### config.mk
export PLATFORM = sky130hd
export DESIGN_NAME = xor_checked_frame_receiver
export DESIGN_NICKNAME = d
export VERILOG_FILES = /design/src/rtl/core/xcfr_pkg.sv /design/src/rtl/core/xcfr_cell.sv /design/src/rtl/core/xcfr_reply.sv /design/src/rtl/core/xor_checked_frame_receiver.sv
export SDC_FILE = /design/constraint.sdc
export NUM_CORES = 1
export LEC_CHECK = 0
export ABC_AREA = 1
export BUFFER_PORTS_ARGS = -buffer_cell sky130_fd_sc_hd__buf_2
export CAP_MARGIN = 40
export CORE_UTILIZATION = 55
export DETAILED_ROUTE_END_ITERATION = 7
export PLACE_DENSITY = 0.8
export SLEW_MARGIN = 20
export SYNTH_ARGS = -nofsm -noshare
export SYNTH_HDL_FRONTEND = slang
export SYNTH_SLANG_ARGS = --single-unit
export TNS_END_PERCENT = 20
### constraint.sdc
create_clock -name i_clk -period 3.9 [get_ports i_clk]
set_clock_uncertainty 0.15 [all_clocks]
set_input_delay 0 -clock i_clk [delete_from_list [all_inputs] [get_ports i_clk]]
set_output_delay 0 -clock i_clk [all_outputs]
set_load 0.01 [all_outputs]
### src/rtl/core/xcfr_pkg.sv
// Shared constants, reply table and control types for the frame receiver.
package xcfr_pkg;

    localparam int PAYLOAD_BYTES = 6;
    localparam int FRAME_W       = PAYLOAD_BYTES * 8;
    localparam int CNT_W         = $clog2(PAYLOAD_BYTES + 1);
    localparam int REPLY_LEN     = 6;
    localparam int IDX_W         = $clog2(REPLY_LEN);

    localparam logic [7:0] HEADER_BYTE = 8'hA7;
    localparam logic [7:0] REPLY_SYNC  = 8'hAA;
    localparam logic [7:0] REPLY_GOOD  = 8'h01;
    localparam logic [7:0] REPLY_BAD   = 8'h00;
    localparam logic [7:0] REPLY_TAIL0 = 8'hCC;
    localparam logic [7:0] REPLY_TAIL1 = 8'h33;
    localparam logic [7:0] REPLY_TAIL2 = 8'hC3;
    localparam logic [7:0] REPLY_TAIL3 = 8'h3C;

    localparam logic [IDX_W-1:0] REPLY_LAST_IDX = IDX_W'(REPLY_LEN - 1);

    // Request from the deframer to the reply stage, one per accepted item.
    typedef struct packed {
        logic load;  // an item was accepted this cycle
        logic send;  // it was a checksum byte: emit the full reply
        logic good;  // checksum matched
    } t_reply_req;

    // Byte of the acknowledge or reject reply at a given position.
    function automatic logic [7:0] reply_byte(input logic [IDX_W-1:0] idx,
                                              input logic good);
        logic [7:0] b;
        case (idx)
            3'd0:    b = REPLY_SYNC;
            3'd1:    b = good ? REPLY_GOOD : REPLY_BAD;
            3'd2:    b = REPLY_TAIL0;
            3'd3:    b = REPLY_TAIL1;
            3'd4:    b = REPLY_TAIL2;
            3'd5:    b = REPLY_TAIL3;
            default: b = 8'h00;
        endcase
        return b;
    endfunction

endpackage

### src/rtl/core/xcfr_cell.sv
// One payload cell: holds a byte, hands it on along the shift chain, folds it into the checksum.
module xcfr_cell
    import xcfr_pkg::*;
(
    input  logic       i_clk,
    input  logic       i_shift,
    input  logic [7:0] i_byte,
    input  logic [7:0] i_xor,
    output logic [7:0] o_byte,
    output logic [7:0] o_xor
);

    logic [7:0] r_byte;

    // Take the neighbour's byte on every payload shift.
    always_ff @(posedge i_clk) begin
        if (i_shift) begin
            r_byte <= i_byte;
        end
    end

    assign o_byte = r_byte;
    assign o_xor  = i_xor ^ r_byte;

endmodule

### src/rtl/core/xcfr_reply.sv
// Output register and reply sequencer: one status result or the six-byte reply.
module xcfr_reply
    import xcfr_pkg::*;
(
    input  logic       i_clk,
    input  logic       i_rst_n,
    input  t_reply_req i_req,
    input  logic       i_out_ready,
    output logic       o_idle,
    output logic       o_out_valid,
    output logic       o_tx_valid,
    output logic [7:0] o_tx_byte,
    output logic       o_tx_last
);

    logic             r_valid;
    logic             r_send;
    logic             r_good;
    logic [IDX_W-1:0] r_idx;
    logic             w_last;
    logic             w_take;

    assign w_last = !r_send || (r_idx == REPLY_LAST_IDX);
    assign w_take = r_valid && i_out_ready;
    assign o_idle = !r_valid || (i_out_ready && w_last);

    always_ff @(posedge i_clk) begin
        if (!i_rst_n) begin
            r_valid <= 1'b0;
            r_send  <= 1'b0;
            r_good  <= 1'b0;
            r_idx   <= '0;
        end else if (i_req.load) begin
            r_valid <= 1'b1;
            r_send  <= i_req.send;
            r_good  <= i_req.good;
            r_idx   <= '0;
        end else if (w_take) begin
            if (w_last) begin
                r_valid <= 1'b0;
            end else begin
                r_idx <= r_idx + 1'b1;
            end
        end
    end

    assign o_out_valid = r_valid;
    assign o_tx_valid  = r_send;
    assign o_tx_byte   = r_send ? reply_byte(r_idx, r_good) : 8'h00;
    assign o_tx_last   = w_last;

endmodule

### src/rtl/core/xor_checked_frame_receiver.sv
// Top level of the XOR-checked serial frame receiver.
// Takes one item per cycle unless stalled: a received byte (command 0) or a clear
// of the frame-ready flag (command 1). The receiver hunts for header 0xA7, then
// shifts six payload bytes through a chain of byte cells; each cell also
// folds its byte into the running XOR, so the checksum is ready when the
// seventh byte arrives. A matching checksum latches the 48-bit frame (first
// byte in the top bits), sets frame_ready and replies AA 01 CC 33 C3 3C; a
// mismatch replies AA 00 CC 33 C3 3C. Every other item yields one status
// result with tx_valid low and tx_last high. After a status item the next
// item is taken in the same cycle its result leaves; a checksum byte occupies
// the output register for six results, and input is held while the reply
// sequencer steps through its table. frame_ready and frame_data always show the
// state after the item being answered.
module xor_checked_frame_receiver
    import xcfr_pkg::*;
(
    input  logic               i_clk,
    input  logic               i_rst_n,
    input  logic               i_in_valid,
    output logic               o_in_ready,
    input  logic               i_command,
    input  logic [7:0]         i_rx_byte,
    output logic               o_out_valid,
    input  logic               i_out_ready,
    output logic               o_tx_valid,
    output logic [7:0]         o_tx_byte,
    output logic               o_tx_last,
    output logic               o_frame_ready,
    output logic [FRAME_W-1:0] o_frame_data
);

    logic               r_in_frame;
    logic [CNT_W-1:0]   r_byte_count;
    logic [FRAME_W-1:0] r_latched;
    logic               r_ready_flag;

    logic               w_accept;
    logic               w_collect;
    logic               w_check;
    logic               w_shift;
    logic               w_match;
    logic               w_idle;
    t_reply_req         w_req;

    logic [7:0]         w_byte [PAYLOAD_BYTES];
    logic [7:0]         w_xor  [PAYLOAD_BYTES];
    logic [FRAME_W-1:0] w_frame;

    assign o_in_ready = w_idle;
    assign w_accept   = i_in_valid && w_idle;

    // A data byte inside a frame is payload until the count is full, then checksum.
    assign w_collect = !i_command && r_in_frame
                       && (r_byte_count != CNT_W'(PAYLOAD_BYTES));
    assign w_check   = !i_command && r_in_frame
                       && (r_byte_count == CNT_W'(PAYLOAD_BYTES));
    assign w_shift   = w_accept && w_collect;
    assign w_match   = (w_xor[PAYLOAD_BYTES-1] == i_rx_byte);

    // Payload chain: cell 0 takes the new byte, older bytes move up, so the
    // first byte of the frame ends in the last cell (the top of the frame).
    for (genvar k = 0; k < PAYLOAD_BYTES; k++) begin : g_cell
        logic [7:0] w_byte_in;
        logic [7:0] w_xor_in;
        if (k == 0) begin : g_head
            assign w_byte_in = i_rx_byte;
            assign w_xor_in  = 8'h00;
        end else begin : g_body
            assign w_byte_in = w_byte[k-1];
            assign w_xor_in  = w_xor[k-1];
        end
        xcfr_cell u_cell (
            .i_clk  (i_clk),
            .i_shift(w_shift),
            .i_byte (w_byte_in),
            .i_xor  (w_xor_in),
            .o_byte (w_byte[k]),
            .o_xor  (w_xor[k])
        );
        assign w_frame[k*8 +: 8] = w_byte[k];
    end

    // Deframing state, latched frame and flag; all move only on an accepted item.
    always_ff @(posedge i_clk) begin
        if (!i_rst_n) begin
            r_in_frame   <= 1'b0;
            r_byte_count <= '0;
            r_latched    <= '0;
            r_ready_flag <= 1'b0;
        end else if (w_accept) begin
            if (i_command) begin
                r_ready_flag <= 1'b0;
            end else if (!r_in_frame) begin
                if (i_rx_byte == HEADER_BYTE) begin
                    r_in_frame   <= 1'b1;
                    r_byte_count <= '0;
                end
            end else if (w_collect) begin
                r_byte_count <= r_byte_count + 1'b1;
            end else begin
                // checksum byte: close the frame, keep it only if it checks
                r_in_frame   <= 1'b0;
                r_byte_count <= '0;
                if (w_match) begin
                    r_ready_flag <= 1'b1;
                    r_latched    <= w_frame;
                end
            end
        end
    end

    assign w_req.load = w_accept;
    assign w_req.send = w_check;
    assign w_req.good = w_match;

    xcfr_reply u_reply (
        .i_clk      (i_clk),
        .i_rst_n    (i_rst_n),
        .i_req      (w_req),
        .i_out_ready(i_out_ready),
        .o_idle     (w_idle),
        .o_out_valid(o_out_valid),
        .o_tx_valid (o_tx_valid),
        .o_tx_byte  (o_tx_byte),
        .o_tx_last  (o_tx_last)
    );

    assign o_frame_ready = r_ready_flag;
    assign o_frame_data  = r_latched;

    // A good checksum sets the flag and latches the frame.
    a_good_sets_flag: assert property (@(posedge i_clk) disable iff (!i_rst_n)
        (w_accept && w_check && w_match) |=> (r_ready_flag && !r_in_frame))
        else $error("good frame did not set frame_ready");

    // No item is taken while a reply is still mid-way.
    a_hold_mid_reply: assert property (@(posedge i_clk) disable iff (!i_rst_n)
        (o_out_valid && !o_tx_last) |-> !o_in_ready)
        else $error("item accepted during reply");

    // A status result carries no byte and closes its item.
    a_status_shape: assert property (@(posedge i_clk) disable iff (!i_rst_n)
        (o_out_valid && !o_tx_valid) |-> (o_tx_last && (o_tx_byte == 8'h00)))
        else $error("malformed status result");

    // The payload count never runs past the frame length.
    a_count_range: assert property (@(posedge i_clk) disable iff (!i_rst_n)
        r_byte_count <= CNT_W'(PAYLOAD_BYTES))
        else $error("payload count overrun");

endmodule
; ---- Word-level counts from Yosys, hierarchy flattened
; Index checks and enable logic that the tools add are counted.
[word_totals]
mem_count = 0
mem_bits_ro = 0
latchBits = 0
out_inout_bits = 61
reg_bits = 107
ramBits = 0
wordCells = 76
[op_classes]
div_mod_pow = 0
mux = 16
n_lt_le_gt_ge = 0
multipliers = 0
n_bitwise = 9
addsub = 2
reduce_logical = 25
n_eq_ne = 10
n_shift = 0
[op_table]
columns = operator, count
row1 = $pmux 8 s6, 1
row2 = $xor 8x8->8, 5
row3 = $mux 1, 11
row4 = $reduce_bool 2->1, 5
row5 = $eq 3x3->1 const B, 3
row6 = $mux 3, 3
row7 = $eq 8x8->1, 1
row8 = $eq 8x8->1 const B, 1
row9 = $mux 8, 1
row10 = $logic_and 1x1->1, 7
row11 = $add 3x1->3 const B, 2
row12 = $eq 3x2->1 const B, 2
row13 = $reduce_and 2->1, 3
row14 = $reduce_and 5->1, 1
row15 = $not 1->1, 4
row16 = $reduce_and 4->1, 1
row17 = $eq 3x1->1 const B, 1
row18 = $logic_not 1->1, 3
row19 = $logic_not 3->1, 1
row20 = $ne 3x3->1 const B, 1
row21 = $reduce_and 3->1, 1
row22 = $logic_or 1x1->1, 2
row23 = $ne 2x2->1 const B, 1
row24 = $reduce_or 2->1, 1

; ---- Logic depth before layout (Yosys ltp)
; Gate-level depths: netlist of run 1.
[logic_depth]
ltp_word = 10
ltp_mapped = 18
depth_no_buf = 16

; ---- Cells and area by module
; From an unflattened synthesis of run 1, not the netlist that was laid out.
[unflattened]
hier_cells = 745
hier_area_um2 = 5207.5
[by_module_without_submodules]
columns = module, instances, area_per_inst_um2, seq_area_each_um2, cells_per_inst
row1 = xor_checked_frame_receiver, 1, 2451.1, 1061.0, 393
row2 = xcfr_cell, 6, 390.4, 240.2, 48
row3 = xcfr_reply, 1, 414.1, 120.1, 64

; ---- Worst setup path after synthesis of run 1
; OpenSTA, ideal clock, no wires.
[synth_timing]
path_type = flip-flop to flip-flop
start = register u_reply.r_idx[1]
end = register g_cell[0].u_cell.r_byte[0] (enable)
slack_ns = 0.280
t_required_ns = 3.296
t_arrival_ns = 3.017
path_stages_with_launch = 9
setup_time_ns = 0.454
n_path_buf = 0
path_cell_list = dfxtp_1 inv_1 ha_1 nand2_2 nand2_2 nand2_1 nand2_2 nand2_2 nor2_1
[synth_between]
elab_chain_cells = 6
[synth_rtl]
columns = element, line
row1 = "start, declared", xcfr_reply.sv:19  ; logic [IDX_W-1:0] r_idx;
row2 = "start signal, assigned", xcfr_reply.sv:42  ; r_idx <= r_idx + 1'b1;
row3 = $eq 3x3->1, xcfr_reply.sv:23  ; assign w_last = !r_send || (r_idx == REPLY_LAST_IDX);
row4 = $logic_or 1x1->1, xcfr_reply.sv:23
row5 = named net o_tx_last, xor_checked_frame_receiver.sv:27  ; output logic o_tx_last,
row6 = $logic_and 1x1->1, xcfr_reply.sv:25  ; assign o_idle = !r_valid || (i_out_ready && w_last);
row7 = $logic_or 1x1->1, xcfr_reply.sv:25
row8 = named net o_in_ready, xor_checked_frame_receiver.sv:20  ; output logic o_in_ready,
row9 = $logic_and 1x1->1, xor_checked_frame_receiver.sv:50  ; assign w_accept = i_in_valid && w_idle;
row10 = $logic_and 1x1->1, xor_checked_frame_receiver.sv:57  ; assign w_shift = w_accept && w_collect;
row11 = named net g_cell[0].u_cell.i_shift, xcfr_cell.sv:6  ; input logic i_shift,
row12 = "end signal, assigned", xcfr_cell.sv:18  ; r_byte <= i_byte;
row13 = "end, declared", xcfr_cell.sv:13  ; logic [7:0] r_byte;
; The timed path passes the listed nets, and every way through them passes these cells.
; A chain may end at the register's enable or synchronous reset.

; ---- Final worst setup path of run 1
[layout_timing]
start = register g_cell[1].u_cell.r_byte[5]
end = register r_ready_flag (netlist: o_frame_ready)
[layout_between]
elab_chain_cells = 8
[layout_rtl]
columns = element, line
row1 = "start, declared", xcfr_cell.sv:13
row2 = "start signal, assigned", xcfr_cell.sv:18
row3 = $xor 8x8->8 (5 in a row), xcfr_cell.sv:23  ; assign o_xor = i_xor ^ r_byte;
row4 = $eq 8x8->1, xor_checked_frame_receiver.sv:58  ; assign w_match = (w_xor[PAYLOAD_BYTES-1] == i_rx_byte);
row5 = $reduce_bool 2->1 (no line), n/a
row6 = $reduce_and 4->1 (no line), n/a
row7 = "end signal, assigned", xor_checked_frame_receiver.sv:89  ; r_ready_flag <= 1'b0;
row8 = "end signal, assigned", xor_checked_frame_receiver.sv:92  ; r_ready_flag <= 1'b0;
row9 = "end signal, assigned", xor_checked_frame_receiver.sv:105  ; r_ready_flag <= 1'b1;
row10 = "end, declared", xor_checked_frame_receiver.sv:35  ; logic r_ready_flag;
; No other way between the ends.

==> results of run 1 <==
registers in the layout, indices dropped and copies added, names as in the netlist:
name,cells
o_frame_data,48
u_reply.r_good,1
u_reply.o_out_valid,1
o_frame_ready,1
r_byte_count,3
u_reply.r_idx,3
g_cell.u_cell.o_byte,48
r_in_frame,1
u_reply.o_tx_valid,1
critical path, cell delays in order, from the launching register on:
cell and delay [ps]:
sky130_fd_sc_hd__edfxtp_1 440, sky130_fd_sc_hd__nor2_1 210, sky130_fd_sc_hd__inv_1 80, sky130_fd_sc_hd__nand2_1 60, sky130_fd_sc_hd__nand2_1 70, sky130_fd_sc_hd__nand2_1 70, sky130_fd_sc_hd__nand2_1 40, sky130_fd_sc_hd__nand2_1 50
sky130_fd_sc_hd__nand2_1 50, sky130_fd_sc_hd__inv_1 50, sky130_fd_sc_hd__nand2_1 60, sky130_fd_sc_hd__nor2_2 540, sky130_fd_sc_hd__buf_4 290, sky130_fd_sc_hd__nand3_1 100, sky130_fd_sc_hd__a21oi_1 170, sky130_fd_sc_hd__dlygate4sd3_1 560
worst max-delay path by stage:
stage | slack, ps | start | to | depth (start not counted)
final | 860 | g_cell[1].u_cell.o_byte[5] | o_frame_ready | 15
after global routing | 660 | g_cell[0].u_cell.o_byte[5] | o_frame_ready | 15
after CTS | 970 | g_cell[1].u_cell.o_byte[7] | o_frame_ready | 15
after detailed placement | 1240 | g_cell[4].u_cell.o_byte[4] | o_frame_data[24] | 15
after global placement | 1290 | g_cell[1].u_cell.o_byte[7] | o_frame_data[8] | 15
after floorplan | 280 | u_reply.r_idx[1] | g_cell[0].u_cell.o_byte[0] | 8
logic make-up after synthesis:
family | synth area share [%]
and+or+nand+nor | 32.2
DFF | 48.8
adders and majority gates | 1.63
AOI/OAI and AO/OA | 2.59
buffers and inverters | 14.8
layout make-up:
| class | count | area [sq um] | share of cell area [%] |
|---|---|---|---|
| Tap cell | 129 | 161 | 2.60 |
| Multi-Input combinational cell | 438 | 1960 | 31.7 |
| Clock buffer | 11 | 153 | 2.46 |
| Clock inverter | 5 | 32.5 | 0.525 |
| Sequential cell | 107 | 2620 | 42.3 |
| Timing Repair Buffer | 97 | 593 | 9.56 |
| Inverter | 180 | 676 | 10.9 |
power by group through the flow:
| stage | sequential, W | combinational (W) | clock [W] |
|---|---|---|---|
| 6_report | 0.00118 | 0.000115 | 0.000651 |
| 5_1_grt | 0.00118 | 0.000129 | 0.000705 |
| 4_1_cts | 0.00118 | 0.000113 | 0.000661 |
| 3_5_place_dp | 0.00121 | 0.000103 | 0 |
| 3_3_place_gp | 0.00121 | 0.0000964 | 0 |
| 2_1_floorplan | 0.00121 | 0.0000682 | 0 |
synthesized netlist by cell type, types with 2 or more instances:
cell type	number	share of area, %
sky130_fd_sc_hd__inv_2	2	0.14
sky130_fd_sc_hd__buf_1	2	0.14
sky130_fd_sc_hd__o21ai_0	6	0.56
sky130_fd_sc_hd__clkbuf_1	19	1.3
sky130_fd_sc_hd__nand4_1	52	6.1
sky130_fd_sc_hd__nand3_1	33	3.1
sky130_fd_sc_hd__a31oi_1	2	0.23
sky130_fd_sc_hd__inv_1	177	12
sky130_fd_sc_hd__nor2_1	66	4.6
sky130_fd_sc_hd__or2_2	2	0.23
sky130_fd_sc_hd__nand2_1	244	17
sky130_fd_sc_hd__nor2_2	2	0.23
sky130_fd_sc_hd__a21oi_1	13	1.2
sky130_fd_sc_hd__dfxtp_1	59	22
sky130_fd_sc_hd__buf_6	2	0.42
sky130_fd_sc_hd__nand2_2	4	0.47
sky130_fd_sc_hd__edfxtp_1	48	27
sky130_fd_sc_hd__buf_2	2	0.19
sky130_fd_sc_hd__ha_1	7	1.6
metal layers:
layer	global-route usage, %	up-vias	wire length (um)
li1	-	2446	-
met1	33.0	2185	5390
met2	44.7	167	5970
met3	3.33	20	706
met4	8.25	0	223
met5	0	-	0
what timing repair did:
action	CTS	global route
gates resized for setup	0	0
hold buffers	14	0
endpoints found under the hold margin	34	0
through the flow:
stage	area, sq um	instances
2_1_floorplan	5370	751
3_3_place_gp	5860	936
3_5_place_dp	5880	937
4_1_cts	6200	967
5_1_grt	6200	967
6_report	6200	967
==> Implementation_results.wiki, run 1 <==
{| class="wikitable"
! Metric !! Value
|-
| Worst Hold Launch || i_rx_byte[5]
|-
| Die height || 101 um
|-
| Commonest non-fill, non-tap cell in the layout || sky130_fd_sc_hd__nand2_1
|-
| Syn nets || just under 800
|-
| Setup violations, final || 0
|-
| Gate count after technology mapping || 751
|-
| Required time reported for the critical path endpoint || 4050 ps
|-
| Pint || 0.00149 W
|-
| ANT nets after route || 0
|-
| Slew HR || a little over half
|-
| Maximum number of pins on one net before global-route repair || 49
|-
| Drt via density || between 4 and 5
|-
| Flop2flop setup slack || 860 ps
|-
| Minimum period implied by the final worst setup slack || 3040 ps
|-
| Setup repair after global routing missed its margin || no
|-
| Share of the clock period used by the worst path || 77.9%
|-
| Worst EP arrival || around 3200 ps
|-
| Total number of nets in the final design || between 800 and 900
|-
| Clk_lat worst skew || about 360 ps
|-
| Outcome || complete, no violations
|-
| Root buffer selected by CTS || sky130_fd_sc_hd__clkbuf_8
|-
| Number of max-slew violations in the final report || 0
|-
| Core utilization of the finished layout || 66.5%
|-
| Detailed-routing iteration count for the pre-antenna-repair pass || 5
|-
| Clock tree from TritonCTS || built
|-
| Fin. Hold Viols || 0
|-
| Fraction of layout cells with a size suffix above 1 || 13.2%
|-
| Mean routed wirelength per cell || 12.7 um
|-
| Final Routed Wirelength || 12300 um
|-
| Destination of the worst hold path || g_cell[0].u_cell.o_byte[5]
|-
| Ratio of total power to cell area || ~310 mW/mm^2
|-
| Critical path capture point type || flop
|-
| Count of antenna diodes in the layout || 0
|-
| Leading register cell type out of synthesis || sky130_fd_sc_hd__dfxtp_1
|-
| Number of antenna violations at the first check in global routing || 0
|-
| Post-Route Setup TNS || 0 ps
|-
| Portion of total power attributed to sequential cells || roughly three fifths
|-
| Worst IR drop on VDD || 0.000186 V
|-
| DPL Wire Length || just under 9000 um
|-
| Global placement routability congestion || 0.828
|-
| Maximum Capacitance Violations || 0
|-
| Layout Area Growth over Synthesis || 15.5%
|-
| Count of pins on the block boundary || 74
|-
| Origin of the critical flop-to-flop path || g_cell[1].u_cell.o_byte[5]
|-
| Asr flop ratio synth || 0%
|-
| Transition time at the pin with the least slew margin || 699 ps
|-
| Overflow left after global routing || 0
|-
| Final routed DRC violation total || 0
|-
| Design Power || 0.00195 W
|-
| Number of register bits inferred by synthesis || 107
|-
| Initial core utilization || around 58%
|-
| Post-Syn Area per Cell || 7.15 sq um
|-
| Cell depth of the worst hold path || 2
|-
| Post-CTS setup repair buffer count || 0
|-
| Capturing point of the worst reg2reg path || o_frame_ready
|-
| Fmax achieved || 0.329 GHz
|-
| Number of enable flip-flop cells after synthesis || 48
|-
| Vias in the first global route || 4566
|-
| Worst-case setup margin in the final layout || around 860 ps
|-
| IO Port Bufs || 73
|-
| Num Clock Sinks || ~110
|-
| Number of warnings reported in the yosys synthesis log || 0
|-
| Clock H-tree levels || 3
|-
| Number of unique standard cell types used by synthesis || 28
|-
| Final worst hold slack || 254 ps
|-
| P_leak || approximately 3.2 nW
|-
| Aggregate global-route resource usage || between 20% and 30%
|-
| Worst-path clk slew || 100 ps
|-
| Area of the die || ~0.010 sq mm
|-
| Clk network pwr share || 33.4%
|-
| Commonest non-fill, non-tap cells in the layout || sky130_fd_sc_hd__nand2_1 (244), sky130_fd_sc_hd__inv_1 (177), sky130_fd_sc_hd__buf_2 (73)
|-
| Critical path startpoint category || flop
|-
| Share of power burned in combinational logic || 5.9%
|-
| Floorplan row count || 35
|-
| Crit Path Category || flop to flop
|-
| Synthesized cell area || 0.00537 sq mm
|-
| Top fanout value on the critical path || 17
|-
| Core box area || around 0.0093 sq mm
|-
| Number of filler cells placed in the layout || 785
|-
| Die X || 101 um
|-
| Worst hold-check path type || primary input to flop
|-
| Setup slack at placement || 1240 ps
|-
| Wire length of the first global-routing pass || about 21000 um
|-
| R2r worst-path depth || 15
|-
| Power dissipated by switching net loads || 0.000459 W
|-
| Routed vias || 4818
|-
| Net switching share of the total power || about a quarter
|-
| TritonCTS buffer count || 9
|-
| Share of synthesized area occupied by flip-flops and latches || 48.8%
|-
| Buffer levels on the longest clock path || 2
|-
| DRC violation total after the first TritonRoute iteration || about 350
|}
No activity file was read; power rests on OpenSTA's default activity.
==> inputs of run 2 (changes only) <==
--- a/config.mk
+++ b/config.mk
@@ -8,9 +8,9 @@
 export ABC_AREA = 1
 export BUFFER_PORTS_ARGS = -buffer_cell sky130_fd_sc_hd__buf_2
 export CAP_MARGIN = 40
-export CORE_UTILIZATION = 55
+export CORE_UTILIZATION = 52
 export DETAILED_ROUTE_END_ITERATION = 7
-export PLACE_DENSITY = 0.8
+export PLACE_DENSITY = 0.79
 export SLEW_MARGIN = 20
 export SYNTH_ARGS = -nofsm -noshare
 export SYNTH_HDL_FRONTEND = slang
==> constraint.sdc (replaced) <==
create_clock -name i_clk -period 2.6 [get_ports i_clk]
set_clock_uncertainty 0.15 [all_clocks]
set_input_delay 0 -clock i_clk [delete_from_list [all_inputs] [get_ports i_clk]]
set_output_delay 0 -clock i_clk [all_outputs]
set_load 0.01 [all_outputs]
==> Implementation_results.wiki, run 2 (same netlist as run 1, synthesis figures left out) <==
{| class="wikitable"
! Metric !! Value
|-
| P_leak || 3.22 nW (-0.26%)
|-
| Floorplan row count || 36 (+2.9%)
|-
| DP Cell Count || 942 (+0.53%)
|-
| Share of the clock period used by the worst path || 91.6% (+14 points)
|-
| TritonCTS buffer count || 9 (unchanged)
|-
| Clock H-tree levels || 3 (unchanged)
|-
| Final routed DRC violation total || 0 (unchanged)
|-
| Number of antenna violations at the first check in global routing || 0 (unchanged)
|-
| Outcome || complete, no violations
|-
| CP startpoint || u_reply.r_idx[0]
|-
| Count of pins on the block boundary || 74 (unchanged)
|-
| Maximum number of pins on one net before global-route repair || 49 (unchanged)
|-
| DPL Wire Length || 9150 um (+2.4%)
|-
| Initial core utilization || 54.2% (-3.4 points)
|-
| Drt via density || 4.96 (-0.35%)
|-
| Total number of nets in the final design || 853 (unchanged)
|-
| Final Routed Wirelength || 12600 um (+2.2%)
|-
| Origin of the critical flop-to-flop path || u_reply.r_idx[0]
|-
| Maximum Capacitance Violations || 0 (unchanged)
|-
| Capturing point of the worst reg2reg path || o_frame_data[15]
|-
| Commonest non-fill, non-tap cell in the layout || sky130_fd_sc_hd__nand2_1
|-
| Top fanout value on the critical path || 21 (+4)
|-
| Mean routed wirelength per cell || 12.9 um (+1.8%)
|-
| Post-CTS setup repair buffer count || 0 (unchanged)
|-
| R2r worst-path depth || 13 (-2)
|-
| Fraction of layout cells with a size suffix above 1 || 13.0% (-0.24 points)
|-
| Routed vias || 4821 (+0.062%)
|-
| Setup repair after global routing missed its margin || no
|-
| Worst Hold Launch || i_rst_n
|-
| IO Port Bufs || 73 (unchanged)
|-
| DRC violation total after the first TritonRoute iteration || 431 (+22%)
|-
| Number of max-slew violations in the final report || 0 (unchanged)
|-
| Capture point of the critical path || o_frame_data[15]
|-
| Count of antenna diodes in the layout || 0 (unchanged)
|-
| Crit Path Category || flop to flop
|-
| Post-Route Setup TNS || 0 ps (unchanged)
|-
| Setup violations, final || 0 (unchanged)
|-
| Area of the multi-input gates || 0.00196 sq mm (unchanged)
|-
| Num Clock Sinks || 107 (unchanged)
|-
| Clock tree from TritonCTS || built
|-
| Critical path capture point type || flop
|-
| Worst IR drop on VDD || 0.000226 V (+22%)
|-
| Wire length of the first global-routing pass || 21000 um (+2.4%)
|-
| ANT nets after route || 0 (unchanged)
|-
| Critical path startpoint category || flop
|-
| Clk_lat worst skew || 380 ps (+20 ps)
|-
| Vias in the first global route || 4546 (-0.44%)
|-
| Aggregate global-route resource usage || 24.4% (-1.2 points)
|-
| Transition time at the pin with the least slew margin || 694 ps (-4.94 ps)
|-
| Global placement routability congestion || 0.864 (+4.4%)
|-
| Reg area || 0.00262 sq mm (unchanged)
|-
| Fin. Hold Viols || 0 (unchanged)
|-
| Root buffer selected by CTS || sky130_fd_sc_hd__clkbuf_8
|-
| Minimum period implied by the final worst setup slack || 2380 ps (-658 ps)
|-
| Worst-path clk slew || 100 ps (about the same)
|-
| Placed Instance Area || 0.00591 sq mm (+0.64%)
|-
| Overflow left after global routing || 0 (unchanged)
|-
| Core box area || 0.00991 sq mm (+6.2%)
|-
| Number of standard cells in the layout, taps in and fillers out || 971 (+0.41%)
|-
| Layout Area Growth over Synthesis || 16.0%
|-
| Commonest non-fill, non-tap cells in the layout || sky130_fd_sc_hd__nand2_1 (244), sky130_fd_sc_hd__inv_1 (177), sky130_fd_sc_hd__buf_2 (73)
|-
| Number of filler cells placed in the layout || 887 (+13%)
|-
| Area of the die || 0.0107 sq mm (+5.7%)
|-
| Slew HR || 53.8% (+0.38 points)
|-
| Required time reported for the critical path endpoint || 2730 ps (-1320 ps)
|-
| Worst EP arrival || 2510 ps (-680 ps)
|-
| Die X || 104 um (+2.8%)
|-
| Die height || 104 um (+2.8%)
|-
| Ratio of total power to cell area || 473 mW/mm^2 (+51%)
|-
| Fmax achieved || 0.420 GHz (+28%)
|-
| Detailed-routing iteration count for the pre-antenna-repair pass || 5 (unchanged)
|-
| Final std cell area, no fill || 0.00623 sq mm (+0.42%)
|-
| Flop2flop setup slack || 220 ps (-640 ps)
|-
| Buffer levels on the longest clock path || 2 (unchanged)
|-
| Worst hold-check path type || primary input to flop
|}
[run 2: cell count changes in the layout (fill, tap and decap cells not counted), sizes merged]
cell / delta
buf: +1
bufinv: +1
clkbuf: -1
clkinv: +1
clkinvlp: +2
dlygate4sd3: -1
inv: -3
[run 2: through the flow]
step	total power [W]	hold slack (ps)	util [%]	setup slack [ps]
floorplan	0.00191	-51.1	-	315
global placement	0.00196	71.9	59.7	395
detailed placement	0.00197	66.8	59.7	290
CTS	0.00295	19.5	62.8	258
global route	0.00305	44.8	62.8	11.3
finish	0.00294	29.7	62.8	219
[run 2: cell type report]
cell class	count	share of cell area, %
clock inverters	6	0.904
inverters	180	10.8
well taps	133	2.67
repair buffers	97	9.89
flip-flops and latches	107	42.1
multi-input cells	438	31.5
clock buffers	10	2.05
[run 2: how the worst min path moves through the flow]
stage / end / slack, ps / cells after the start
after floorplan: g_cell[0].u_cell.o_byte[0] / -50 / 0
after global placement: g_cell[0].u_cell.o_byte[4] / 70 / 1
after detailed placement: g_cell[0].u_cell.o_byte[4] / 70 / 1
after CTS: o_frame_data[30] / 20 / 3
after global routing: o_frame_data[46] / 40 / 3
final: o_frame_data[30] / 30 / 3
[run 2: critical path, stage by stage (launching register included)]
cell                      delay (ps)
sky130_fd_sc_hd__dfxtp_1         420
sky130_fd_sc_hd__ha_1            230
sky130_fd_sc_hd__nand2_2         100
sky130_fd_sc_hd__nand2_2          80
sky130_fd_sc_hd__nand2_1          60
sky130_fd_sc_hd__nand2_2          80
sky130_fd_sc_hd__nand2_2         120
sky130_fd_sc_hd__nor2_2          150
sky130_fd_sc_hd__inv_2            70
sky130_fd_sc_hd__nor2_4          190
sky130_fd_sc_hd__buf_4           290
sky130_fd_sc_hd__nand4_1         190
sky130_fd_sc_hd__nand2_1         110
sky130_fd_sc_hd__nor2_1           50
[run 2: timing repair]
| action | in CTS | in global routing |
|---|---|---|
| hold buffers | 13 | 0 |
| gates resized for setup | 0 | 0 |
| endpoints found under the hold margin | 18 | 0 |
[run 2: routing by layer]
| layer | track usage [%] | vias to the layer above | share of wire, % |
|---|---|---|---|
| li1 | - | 2452 | - |
| met1 | 32.1 | 2136 | 44 |
| met2 | 39.9 | 196 | 47 |
| met3 | 3.08 | 37 | 5.9 |
| met4 | 11.7 | 0 | 3.4 |
| met5 | 0 | - | 0 |
[run 2: power breakdown]
part / leakage [nW] / switching [W] / internal [W]
combinational: 2.23 / 0.000115 / 0.0000607
sequential: 0.909 / 0.0000102 / 0.00176
clock: 0.0850 / 0.000561 / 0.000437
total: 3.22 / 0.000686 / 0.00226
